$ cat config.mk
export PLATFORM = sky130hd
export DESIGN_NAME = base85_decoder_with_checksums_top
export DESIGN_NICKNAME = d
export VERILOG_FILES = /design/src/hdl/b85d_pkg.sv /design/src/hdl/b85d_front.sv /design/src/hdl/b85d_fifo.sv /design/src/hdl/b85d_back.sv /design/src/hdl/base85_decoder_with_checksums_top.sv
export VERILOG_INCLUDE_DIRS = /design/src /design/src/hdl
export SDC_FILE = /design/constraint.sdc
export NUM_CORES = 1
export LEC_CHECK = 0
export ABC_CLOCK_PERIOD_IN_PS = 5700
export BUFFER_PORTS_ARGS = -buffer_cell sky130_fd_sc_hd__buf_2
export CAP_MARGIN = 20
export CORE_MARGIN = 3
export CORE_UTILIZATION = 56
export DETAILED_ROUTE_END_ITERATION = 10
export GPL_TIMING_DRIVEN = 0
export PLACE_DENSITY = 0.77
export REMOVE_ABC_BUFFERS = 1
export SETUP_SLACK_MARGIN = 0.2
export SYNTH_ARGS = -nofsm -noshare
export SYNTH_HDL_FRONTEND = slang
export SYNTH_HIERARCHICAL = 1
export SYNTH_SLANG_ARGS = --single-unit
$ cat constraint.sdc
create_clock -name clk_i -period 5.7 [get_ports clk_i]
set_input_delay 0.855 -clock clk_i [delete_from_list [all_inputs] [get_ports clk_i]]
set_output_delay 0.855 -clock clk_i [all_outputs]
set_load 0.02 [all_outputs]
$ cat src/hdl/base85_decoder_with_checksums_top_assert.svh
// Assertion macros for the base-85 decoder top level.
// Needs clk_i and rst_ni in the scope where a macro is used.
`ifndef BASE85_DECODER_WITH_CHECKSUMS_TOP_ASSERT_SVH
`define BASE85_DECODER_WITH_CHECKSUMS_TOP_ASSERT_SVH

// Same-cycle implication, disabled while reset is asserted.
`define B85D_ASSERT_NOW(label, ante, cons) \
  label: assert property (@(posedge clk_i) disable iff (!rst_ni) (ante) |-> (cons)) \
    else $error("b85d same-cycle assertion failed");

// Next-cycle implication, disabled while reset is asserted.
`define B85D_ASSERT_NEXT(label, ante, cons) \
  label: assert property (@(posedge clk_i) disable iff (!rst_ni) (ante) |=> (cons)) \
    else $error("b85d next-cycle assertion failed");

`endif

$ cat src/hdl/b85d_pkg.sv
// Shared types, character codes and helpers of the base-85 decoder.
// Used by the front, the command queue, the back and the top level.
package b85d_pkg;

  localparam int unsigned FIFO_DEPTH = 4;
  localparam int unsigned BYTES_PER_WORD = 4;

  localparam logic [7:0] CHAR_BANG = 8'h21;  // '!' is digit zero
  localparam logic [7:0] CHAR_TOP  = 8'h75;  // 'u' is digit 84
  localparam logic [7:0] CHAR_Z    = 8'h7A;
  localparam logic [7:0] CHAR_X    = 8'h78;
  localparam logic [7:0] CHAR_NL   = 8'h0A;

  typedef enum logic [1:0] {
    CMD_WORD,
    CMD_ERR,
    CMD_DONE
  } cmd_kind_e;

  // One command from the front to the back.
  typedef struct packed {
    cmd_kind_e   kind;
    logic [31:0] word;
    logic        err;
  } cmd_t;

  // Multiply by 85 with shifts and adds, wrapping at 32 bits.
  function automatic logic [31:0] mul85(input logic [31:0] x);
    logic [31:0] t;
    t = (x << 2) + x;
    t = (t << 2) + x;
    t = (t << 2) + x;
    return t;
  endfunction

endpackage

$ cat src/hdl/b85d_front.sv
// Front part of the base-85 decoder: accepts characters, builds groups and
// the sticky error flag, and issues commands. Depends on b85d_pkg.
module b85d_front (
  input  logic             clk_i,
  input  logic             rst_ni,
  input  logic             s_tvalid_i,
  input  logic [7:0]       s_tdata_i,
  output logic             s_tready_o,
  input  logic             full_i,
  output logic             push_o,
  output b85d_pkg::cmd_t   cmd_o
);

  logic [31:0] group_q, group_d;
  logic [2:0]  count_q, count_d;
  logic        err_q, err_d;
  logic        accept;
  logic [31:0] next_val;
  logic        is_digit;

  assign s_tready_o = !full_i;
  assign accept     = s_tvalid_i && !full_i;
  assign is_digit   = (s_tdata_i >= b85d_pkg::CHAR_BANG) && (s_tdata_i <= b85d_pkg::CHAR_TOP);
  assign next_val   = b85d_pkg::mul85(group_q) + {24'd0, s_tdata_i - b85d_pkg::CHAR_BANG};

  always_comb begin
    group_d    = group_q;
    count_d    = count_q;
    err_d      = err_q;
    push_o     = 1'b0;
    cmd_o.kind = b85d_pkg::CMD_ERR;
    cmd_o.word = 32'd0;
    cmd_o.err  = 1'b1;
    if (accept) begin
      priority if (s_tdata_i == b85d_pkg::CHAR_X) begin
        push_o     = 1'b1;
        cmd_o.kind = b85d_pkg::CMD_DONE;
        cmd_o.err  = err_q;
        group_d    = 32'd0;
        count_d    = 3'd0;
        err_d      = 1'b0;
      end else if (err_q) begin
        push_o = 1'b1;
      end else if (s_tdata_i == b85d_pkg::CHAR_NL) begin
        push_o = 1'b0;
      end else if (s_tdata_i == b85d_pkg::CHAR_Z) begin
        push_o = 1'b1;
        if (count_q == 3'd0) begin
          cmd_o.kind = b85d_pkg::CMD_WORD;
          cmd_o.err  = 1'b0;
        end else begin
          err_d = 1'b1;
        end
      end else if (is_digit) begin
        if (count_q < 3'(b85d_pkg::BYTES_PER_WORD)) begin
          group_d = next_val;
          count_d = count_q + 3'd1;
        end else begin
          push_o     = 1'b1;
          cmd_o.kind = b85d_pkg::CMD_WORD;
          cmd_o.word = next_val;
          cmd_o.err  = 1'b0;
          group_d    = 32'd0;
          count_d    = 3'd0;
        end
      end else begin
        push_o = 1'b1;
        err_d  = 1'b1;
      end
    end
  end

  always_ff @(posedge clk_i or negedge rst_ni) begin
    if (!rst_ni) begin
      group_q <= 32'd0;
      count_q <= 3'd0;
      err_q   <= 1'b0;
    end else begin
      group_q <= group_d;
      count_q <= count_d;
      err_q   <= err_d;
    end
  end

endmodule

$ cat src/hdl/b85d_fifo.sv
// Short command queue between the front and the back of the decoder.
// Depends on b85d_pkg for the command type.
module b85d_fifo #(
  parameter int unsigned DEPTH = b85d_pkg::FIFO_DEPTH
) (
  input  logic           clk_i,
  input  logic           rst_ni,
  input  logic           push_i,
  input  b85d_pkg::cmd_t cmd_i,
  input  logic           pop_i,
  output b85d_pkg::cmd_t cmd_o,
  output logic           empty_o,
  output logic           full_o
);

  localparam int unsigned PtrW = (DEPTH > 1) ? $clog2(DEPTH) : 1;
  localparam int unsigned CntW = $clog2(DEPTH + 1);
  localparam logic [PtrW-1:0] LastPtr = PtrW'(DEPTH - 1);

  b85d_pkg::cmd_t  mem_q [DEPTH];
  logic [PtrW-1:0] wr_q, rd_q;
  logic [CntW-1:0] cnt_q;
  logic            do_push, do_pop;

  assign empty_o = (cnt_q == '0);
  assign full_o  = (cnt_q == CntW'(DEPTH));
  assign do_push = push_i && !full_o;
  assign do_pop  = pop_i && !empty_o;
  assign cmd_o   = mem_q[rd_q];

  always_ff @(posedge clk_i) begin
    if (do_push) begin
      mem_q[wr_q] <= cmd_i;
    end
  end

  always_ff @(posedge clk_i or negedge rst_ni) begin
    if (!rst_ni) begin
      wr_q  <= '0;
      rd_q  <= '0;
      cnt_q <= '0;
    end else begin
      if (do_push) begin
        wr_q <= (wr_q == LastPtr) ? '0 : wr_q + PtrW'(1);
      end
      if (do_pop) begin
        rd_q <= (rd_q == LastPtr) ? '0 : rd_q + PtrW'(1);
      end
      if (do_push && !do_pop) begin
        cnt_q <= cnt_q + CntW'(1);
      end else if (do_pop && !do_push) begin
        cnt_q <= cnt_q - CntW'(1);
      end
    end
  end

endmodule

$ cat src/hdl/b85d_back.sv
// Back part of the decoder: expands commands into results, keeps the three
// running checks and drives the output register. Depends on b85d_pkg.
module b85d_back (
  input  logic           clk_i,
  input  logic           rst_ni,
  input  b85d_pkg::cmd_t cmd_i,
  input  logic           empty_i,
  output logic           pop_o,
  output logic           m_tvalid_o,
  input  logic           m_tready_i,
  output logic [79:0]    m_tdata_o,
  output logic           m_tlast_o,
  output logic [2:0]     m_tuser_o
);

  localparam logic [1:0] LastByte = 2'(b85d_pkg::BYTES_PER_WORD - 1);

  logic        valid_q;
  logic [1:0]  idx_q, idx_d;
  logic [7:0]  xor_q, xor_d;
  logic [31:0] sum_q, sum_d;
  logic [31:0] rot_q, rot_d;
  logic [7:0]  byte_q, byte_d, oxor_d;
  logic [31:0] osum_d, orot_d;
  logic        has_q, has_d, last_q, last_d, err_q, err_d, done_q, done_d;
  logic        load, take;
  logic [7:0]  sel_byte;

  assign load = !valid_q || m_tready_i;
  assign take = load && !empty_i;

  always_comb begin
    unique case (idx_q)
      2'd0:    sel_byte = cmd_i.word[31:24];
      2'd1:    sel_byte = cmd_i.word[23:16];
      2'd2:    sel_byte = cmd_i.word[15:8];
      default: sel_byte = cmd_i.word[7:0];
    endcase
  end

  always_comb begin
    idx_d  = idx_q;
    xor_d  = xor_q;
    sum_d  = sum_q;
    rot_d  = rot_q;
    byte_d = 8'd0;
    has_d  = 1'b0;
    last_d = 1'b1;
    err_d  = cmd_i.err;
    done_d = 1'b0;
    oxor_d = xor_q;
    osum_d = sum_q;
    orot_d = rot_q;
    pop_o  = 1'b0;
    if (take) begin
      unique case (cmd_i.kind)
        b85d_pkg::CMD_WORD: begin
          byte_d = sel_byte;
          has_d  = 1'b1;
          err_d  = 1'b0;
          xor_d  = xor_q ^ sel_byte;
          sum_d  = sum_q + {24'd0, sel_byte} + 32'd1;
          rot_d  = {rot_q[30:0], rot_q[31]} + {24'd0, sel_byte};
          oxor_d = xor_d;
          osum_d = sum_d;
          orot_d = rot_d;
          last_d = (idx_q == LastByte);
          pop_o  = last_d;
          idx_d  = last_d ? 2'd0 : idx_q + 2'd1;
        end
        b85d_pkg::CMD_DONE: begin
          done_d = 1'b1;
          pop_o  = 1'b1;
          xor_d  = 8'd0;
          sum_d  = 32'd0;
          rot_d  = 32'd0;
        end
        default: begin
          err_d = 1'b1;
          pop_o = 1'b1;
        end
      endcase
    end
  end

  always_ff @(posedge clk_i or negedge rst_ni) begin
    if (!rst_ni) begin
      valid_q <= 1'b0;
      idx_q   <= 2'd0;
      xor_q   <= 8'd0;
      sum_q   <= 32'd0;
      rot_q   <= 32'd0;
    end else begin
      if (load) begin
        valid_q <= !empty_i;
      end
      idx_q <= idx_d;
      xor_q <= xor_d;
      sum_q <= sum_d;
      rot_q <= rot_d;
    end
  end

  // Payload of the output register.
  logic [7:0]  oxor_q;
  logic [31:0] osum_q, orot_q;

  always_ff @(posedge clk_i) begin
    if (take) begin
      byte_q <= byte_d;
      has_q  <= has_d;
      last_q <= last_d;
      err_q  <= err_d;
      done_q <= done_d;
      oxor_q <= oxor_d;
      osum_q <= osum_d;
      orot_q <= orot_d;
    end
  end

  assign m_tvalid_o = valid_q;
  assign m_tdata_o  = {orot_q, osum_q, oxor_q, byte_q};
  assign m_tlast_o  = last_q;
  assign m_tuser_o  = {done_q, err_q, has_q};

endmodule

$ cat src/hdl/base85_decoder_with_checksums_top.sv
// Base-85 decoder with running checks: one character per cycle in while the queue
// has room. A group or a 'z' gives four byte results, which leave one at a time
// through the single output register.
// Reset: rst_ni clears group, checks, error flag, queue and output valid at once.
module base85_decoder_with_checksums_top #(
  parameter int unsigned FIFO_DEPTH = b85d_pkg::FIFO_DEPTH
) (
  input  logic        clk_i,
  input  logic        rst_ni,
  // Input stream. tdata fields from bit 0 up: char_code[7:0].
  input  logic        s_axis_tvalid_i,
  output logic        s_axis_tready_o,
  input  logic [7:0]  s_axis_tdata_i,
  // Output stream. tdata fields from bit 0 up: data_byte[7:0], check_xor[15:8],
  // check_sum[47:16], check_rotate[79:48].
  output logic        m_axis_tvalid_o,
  input  logic        m_axis_tready_i,
  output logic [79:0] m_axis_tdata_o,
  output logic        m_axis_tlast_o,
  // tuser fields from bit 0 up: has_data[0], error[1], done_res[2].
  output logic [2:0]  m_axis_tuser_o
);

  // The front classifies each character in the cycle it is accepted and keeps
  // the partial group and the sticky error flag. It issues at most one
  // command per character: a full word (also the four zeros of 'z'), an
  // error result, or the end result of 'x'.
  b85d_pkg::cmd_t push_cmd, head_cmd;
  logic           push, pop, empty, full;

  b85d_front u_front (
    .clk_i      (clk_i),
    .rst_ni     (rst_ni),
    .s_tvalid_i (s_axis_tvalid_i),
    .s_tdata_i  (s_axis_tdata_i),
    .s_tready_o (s_axis_tready_o),
    .full_i     (full),
    .push_o     (push),
    .cmd_o      (push_cmd)
  );

  // The queue lets the front keep taking characters while the back sends the
  // four bytes of a word one by one or waits on a stalled consumer.
  b85d_fifo #(
    .DEPTH (FIFO_DEPTH)
  ) u_fifo (
    .clk_i   (clk_i),
    .rst_ni  (rst_ni),
    .push_i  (push),
    .cmd_i   (push_cmd),
    .pop_i   (pop),
    .cmd_o   (head_cmd),
    .empty_o (empty),
    .full_o  (full)
  );

  // The back owns the running checks, so each result carries the checks in
  // effect after its own update, and the end result clears them.
  b85d_back u_back (
    .clk_i      (clk_i),
    .rst_ni     (rst_ni),
    .cmd_i      (head_cmd),
    .empty_i    (empty),
    .pop_o      (pop),
    .m_tvalid_o (m_axis_tvalid_o),
    .m_tready_i (m_axis_tready_i),
    .m_tdata_o  (m_axis_tdata_o),
    .m_tlast_o  (m_axis_tlast_o),
    .m_tuser_o  (m_axis_tuser_o)
  );

`include "base85_decoder_with_checksums_top_assert.svh"

  // A data result is never also an error or end result.
  `B85D_ASSERT_NOW(a_data_excl, m_axis_tvalid_o && m_axis_tuser_o[0], !m_axis_tuser_o[1] && !m_axis_tuser_o[2])
  // Error and end results stand alone and always close their transaction group.
  `B85D_ASSERT_NOW(a_flag_last, m_axis_tvalid_o && !m_axis_tuser_o[0], m_axis_tlast_o)
  // A popped command always finds room in the output register, so a pop is
  // followed by a valid result.
  `B85D_ASSERT_NEXT(a_pop_valid, pop, m_axis_tvalid_o)

endmodule

# Word-level counts from Yosys, hierarchy flattened
# Memory sizes are Yosys's and may differ from the RTL's.
# Index checks and enable logic that the tools add are counted.
# word_totals
ramBits,140
latchBits,0
mem_bits_ro,0
word_cells,130
reg_bits,202
inputBits,12
n_memories,1
out_inout_bits,86
# memory_table
name,words,width,read_ports,rd_clocked_by_memory_dff,wr,line_no,rtl
u_fifo.mem_q,4,35,1,0,1,b85d_fifo.sv:20,b85d_pkg::cmd_t mem_q [DEPTH];
# op_classes
n_mux,56
multipliers,0
order_cmp,3
reduce_logical,23
shifts,0
div,0
bitwise,1
n_eq_ne,13
n_addsub,14
# op_table
cell,n
$mux W32,10
$mux W35,4
$pmux W32 S2,2
$add A32 B8 Y32,3
$mux W34,1
$add A32 B1 Y32 const B,1
$add A32 B32 Y32,1
$add A30 B30 Y30,1
$add A28 B28 Y28,1
$mux W3,8
$pmux W8 S3,1
$mux W1,22
$eq A8 B7 Y1 const B,2
$pmux W8 S2,1
$eq A2 B2 Y1 const B,5
$mux W2,5
$eq A8 B4 Y1 const B,1
$ge A8 B6 Y1 const B,1
$le A8 B7 Y1 const B,1
$mux W8,1
$sub A8 B6 Y8 const B,1
$xor A8 B8 Y8,1
$logic_and A1 B1 Y1,7
$add A2 B1 Y2 const B,3
other kinds (15),26

# Depth between registers and ports, before layout
# logic_depth
ltp_word,13
ltp_mapped,30
mapped_depth_nobuf,30

# Modules after synthesis
# The synthesis kept the hierarchy.
# by_module_without_submodules
mod,seq_area_each_um2,instances,area_per_inst_um2,cells_per_inst
b85d_back,4399.2,1,8719.6,859
b85d_front,900.9,1,5914.4,739
b85d_fifo,4379.2,1,5555.3,220

# Worst setup path before layout
# Ideal clock, no wire load.
# synth_timing
kind,input to register
startpoint,input port m_axis_tready_i
endpoint,register u_fifo.cnt_q[1]
stages,8
setup_ns,0.125
t_arrival_ns,5.926
n_path_buf,0
path_slack_ns,-0.351
required_time_ns,5.575
cell_sequence,nor2b_1 -> nor2_1 -> and2_1 -> o31ai_2 -> ha_1 -> inv_1 -> fa_1 -> mux2_2
# synth_between
elab_chain_cells,7
elab_cells_between_ends,9
cone_classes,2 x mux; 7 x reduce/logical
# synth_rtl
element,line_no,rtl
"start, declared",base85_decoder_with_checksums_top.sv:17,"input logic m_axis_tready_i,"
$logic_or A1 B1 Y1 (*),b85d_back.sv:29,assign load = !valid_q || m_tready_i;
$logic_and A1 B1 Y1 (*),b85d_back.sv:30,assign take = load && !empty_i;
named net u_back.take,b85d_back.sv:26,"logic load, take;"
$mux W1 (*),b85d_back.sv:55,if (take) begin
named net pop,base85_decoder_with_checksums_top.sv:29,"logic push, pop, empty, full;"
$logic_and A1 B1 Y1 (*),b85d_fifo.sv:28,assign do_pop = pop_i && !empty_o;
$logic_not A1 Y1,b85d_fifo.sv:49,if (do_push && !do_pop) begin
$logic_and A1 B1 Y1,b85d_fifo.sv:49,
$mux W3 or $reduce_bool A2 Y1 (tied branches),--,
"end signal, assigned",b85d_fifo.sv:50,cnt_q <= cnt_q + CntW'(1);
"end signal, assigned",b85d_fifo.sv:52,cnt_q <= cnt_q - CntW'(1);
"end, declared",b85d_fifo.sv:22,logic [CntW-1:0] cnt_q;
# Mark *: on every way through the listed nets, which the timed path passes. The rest lies on a longest branch.
# A chain may end at the register's enable or synchronous reset.

==> implementation parameters <==
Parameter                              Value

Yosys
  Synthesized netlist cell count ... between 1500 and 2000
  Ys Warns ... 6
  Number of synthesized register bits ... 342
  Post-synth design cell area ... about 0.020 mm2
  Library cell with the largest summed area after synthesis ... sky130_fd_sc_hd__edfxtp_1
  Share of synthesized area occupied by flip-flops and latches ... 47.9%
  Library cell with the highest instance count after synthesis ... sky130_fd_sc_hd__edfxtp_1
  Synth Flop Type ... sky130_fd_sc_hd__edfxtp_1
  Share of Yosys cell area claimed by the top area cell type ... ~33%
  Proportion of register bits with asynchronous set or reset after synthesis ... 34.5%
  Average footprint of a synthesized cell ... about 11 um2
  Top cells by instance count after synthesis ... sky130_fd_sc_hd__edfxtp_1 (224), sky130_fd_sc_hd__nand2_1 (193), sky130_fd_sc_hd__ha_1 (141), sky130_fd_sc_hd__o21ai_0 (131), sky130_fd_sc_hd__nor2_1 (119)
  Largest cells by area after synthesis ... sky130_fd_sc_hd__edfxtp_1 (33%), sky130_fd_sc_hd__dfrtp_1 (15%), sky130_fd_sc_hd__ha_1 (8.7%), sky130_fd_sc_hd__xnor2_1 (4.1%), sky130_fd_sc_hd__nand2_1 (3.6%)
  Number of synthesized flops with an enable pin ... 224
  Distinct cells, synth ... 97

Setup path
  WP data arrival ... 6130 ps
  Endpoint type of the worst setup path ... register
  Critical Path Fanout Max ... 4
  Slowest stage cell, crit path ... sky130_fd_sc_hd__dfrtp_2
  CP startpoint kind ... register
  Crit path required time ... a little under 6000 ps
  Stages on worst setup path ... 29
  CP bufs+invs ... 2
  Crit path from ... u_front/group_q[2]$_DFFE_PN0P_
  Maximum single-stage delay on the critical path ... 440 ps
  Top cell family by delay on the critical path ... compound AO/OA/AOI/OAI gates
  Launch instance of the worst register-to-register path ... u_front/group_q[2]$_DFFE_PN0P_
  R2R cell count ... 29
  Start-to-end type of the worst setup path ... register to register

Layout
  Number of antenna repair diodes ... 0
  Share of the core filled with cells in the final layout ... between 60 and 70%
  Synth-to-layout area growth ... 14.9%
  Final cell count without fillers ... 2414
  Fin nets ... 2096
  Fraction of layout cells with a size suffix above 1 ... 20.1%
  Post-route cell area ... 0.0232 mm2

Global routing
  Global-route usage over all layers ... 22.8%
  Initial antenna violation count ... 0
  Global route overflow ... 0
  Met2 demand-to-capacity share in global routing ... 39.9%
  First-pass GRT wire length ... between 70 and 80 mm
  Met3 Usage GRT ... 2.40%
  Peak-usage layer in the global routing report ... met2
  Met1 global-route usage ... approximately 30%
  Maximum number of pins on one net before global-route repair ... 91
  Via count of the first global-routing pass ... 14428

Power and ir drop
  Sequential group share of total power ... between 30% and 40%
  Relative contribution of combinational cells to total power ... 51.0%
  Lkg Pwr ... 9.52 nW
  Clk network pwr share ... 17.6%
  Internal ... 7.61 mW
  Sw Share ... 41.9%
  Worst VDD drop ... between 0.5 and 0.6 mV
  Power per unit of standard cell area ... 565 mW/mm2
  Switching Power ... 5.50 mW

Drt
  DRT Pass-1 Iters ... 6
  Number of DRC markers in iteration 0 ... 1241
  Remaining antenna violation count after routing ... 0
  Mean number of vias per cell ... 6.10
  Detailed-route wire length ... 44.5 mm
  DRC ... 0
  Average wire per cell in the routed design ... 18.4 um
  Count of vias placed by the detailed router ... 14715

Die
  Die area ... roughly 0.038 mm2
  Die boundary height ... 196 um
  Core box area ... 0.0351 mm2
  Horizontal die dimension ... 196 um
  Standard-cell row count ... just under 70
  Initial Utilization ... a little under three fifths
  IO Pins ... 98

Place
  IO Port Bufs ... 97
  Area after DPL ... roughly 0.021 mm2
  DP Cell Count ... 2301
  Hpwl dp ... 30.5 mm
  Global placer's final weighted congestion ... 0.924

STA
  Layout Skew ... 18.3 ps
  Fmax ... 169 MHz
  Worst Tran Pin Value ... 1030 ps
  Final Setup Violations ... 30
  Worst max-slew margin expressed relative to the limit ... a little under a third
  Final Hold Violating Endpoints ... 0
  Count of pins over their slew limit ... 0
  Period Utilization, post-route ... 104%
  Hold Slack ... ~280 ps
  Min Clock Period, post-route ... 5920 ps
  RSZ-0062 raised after global routing ... yes
  Final setup margin ... -218 ps

Clock network
  Root cell of the clock tree ... sky130_fd_sc_hd__clkbuf_16
  Clock Sinks ... 342
  Clock latency on the worst-skew pair ... ~520 ps
  TritonCTS clock tree ... yes
  Number of H-tree branching levels ... 2
  Post-CTS Hold Fix Bufs ... 0
  Clock transition at the register clock pins on the worst setup and hold paths after CTS ... 60 ps
  Cts bufs inserted ... 35
  Max Root-Sink Buffers ... 3

Min path
  Class of the most critical hold timing path ... input pin to async pin

Status
  Status ... complete, but fails checks
  Violations in the final reports ... negative setup slack

Flow run
  Count of max-cap constraint violations ... 0
-- state kept, by name, indices dropped and copies added (netlist names), 2 cells and up --
| name | count |
|---|---|
| u_fifo/cnt_q | 3 |
| u_back/orot_q | 32 |
| u_back/oxor_q | 8 |
| u_fifo/rd_q | 2 |
| u_back/idx_q | 2 |
| u_front/group_q | 32 |
| u_fifo/wr_q | 2 |
| u_fifo/mem_q | 140 |
| u_back/sum_q | 32 |
| u_back/osum_q | 32 |
| u_back/xor_q | 8 |
| u_back/byte_q | 8 |
| u_front/count_q | 3 |
| u_back/rot_q | 32 |
-- final timing paths --
check | end | slack [ps]
max in group asynchronous | u_front/group_q[2]$_DFFE_PN0P_ | 4670
hold / removal | u_back/rot_q[14]$_DFFE_PN0P_ | 280
setup / recovery | u_fifo/mem_q[0][32]$_DFFE_PP_ | -220
hold reg to reg | u_back/sum_q[4]$_DFFE_PN0P_ | 520
setup reg to reg | u_fifo/mem_q[0][32]$_DFFE_PP_ | -220
min in group clk_i | u_back/sum_q[4]$_DFFE_PN0P_ | 520
-- routing by layer --
layer,up-vias,routed length (um)
li1,6965,-
met1,7194,19000
met2,472,22400
met3,84,2120
met4,0,1040
met5,-,0
-- cells by family (layout without fill, tap and decap cells) --
group           count (synthesis)  after routing  synth area share (%)
mux                            51             51                  4.83
simple gates                  522            522                  12.3
xor+xnor                      150            150                  6.51
flops                         342            342                  47.9
buf+inv                       140            281                  3.23
fa+ha+maj                     152            152                  9.83
compound gates                461            461                  15.3
-- layout by cell type (no fill, tap or decap), drive strengths merged, types with 12 or more instances in the layout --
cell type	synthesis	layout
nand4	27	27
a21o	44	44
nand3	41	41
buf	44	158
nor3	28	28
and3	21	21
nand2	194	194
o21bai	13	13
mux2i	12	12
o21a	13	13
clkbuf	37	44
nand2b	22	22
a31oi	15	15
a21oi	104	104
mux4	35	35
dfrtp	118	118
nor2	119	119
inv	58	61
clkinv	1	13
xnor2	95	95
edfxtp	224	224
and2	17	17
ha	141	141
a211oi	15	15
xor2	55	55
o211ai	17	17
o21ai	150	150
-- what timing repair did --
| action | in CTS | in global routing |
|---|---|---|
| resized for setup | 75 | 57 |
| setup endpoints to repair | 68 | 78 |
| setup buffers | 31 | 17 |
| pin swaps | 60 | 57 |
-- power by group through the flow --
stage | Sequential [mW] | Combinational, mW | Clock [mW]
after global routing | 4.22 | 7.36 | 2.45
after CTS | 4.12 | 6.43 | 2.35
after global placement | 4.20 | 5.85 | 0
after floorplan | 4.37 | 4.27 | 0
final | 4.12 | 6.69 | 2.30
after detailed placement | 4.15 | 6.14 | 0
-- through the flow --
step	setup TNS (ps)	worst slack, ps	power, mW
detailed placement	-23750	-904	10.3
global placement	-138450	-2230	10.0
global route	-13560	-423	14.0
CTS	-608	-65.2	12.9
finish	-3230	-218	13.1
floorplan	-1050	-351	8.64
-- layout make-up --
cell class	count	area (um2)
Fill cell	2520	11800
Multi-Input combinational cell	1336	10500
Sequential cell	342	9680
Timing Repair Buffer	158	1090
Clock buffer	44	961
Tap cell	455	569
Inverter	59	224
Clock inverter	20	206
Note: power is estimated with default switching activity, not from simulation.
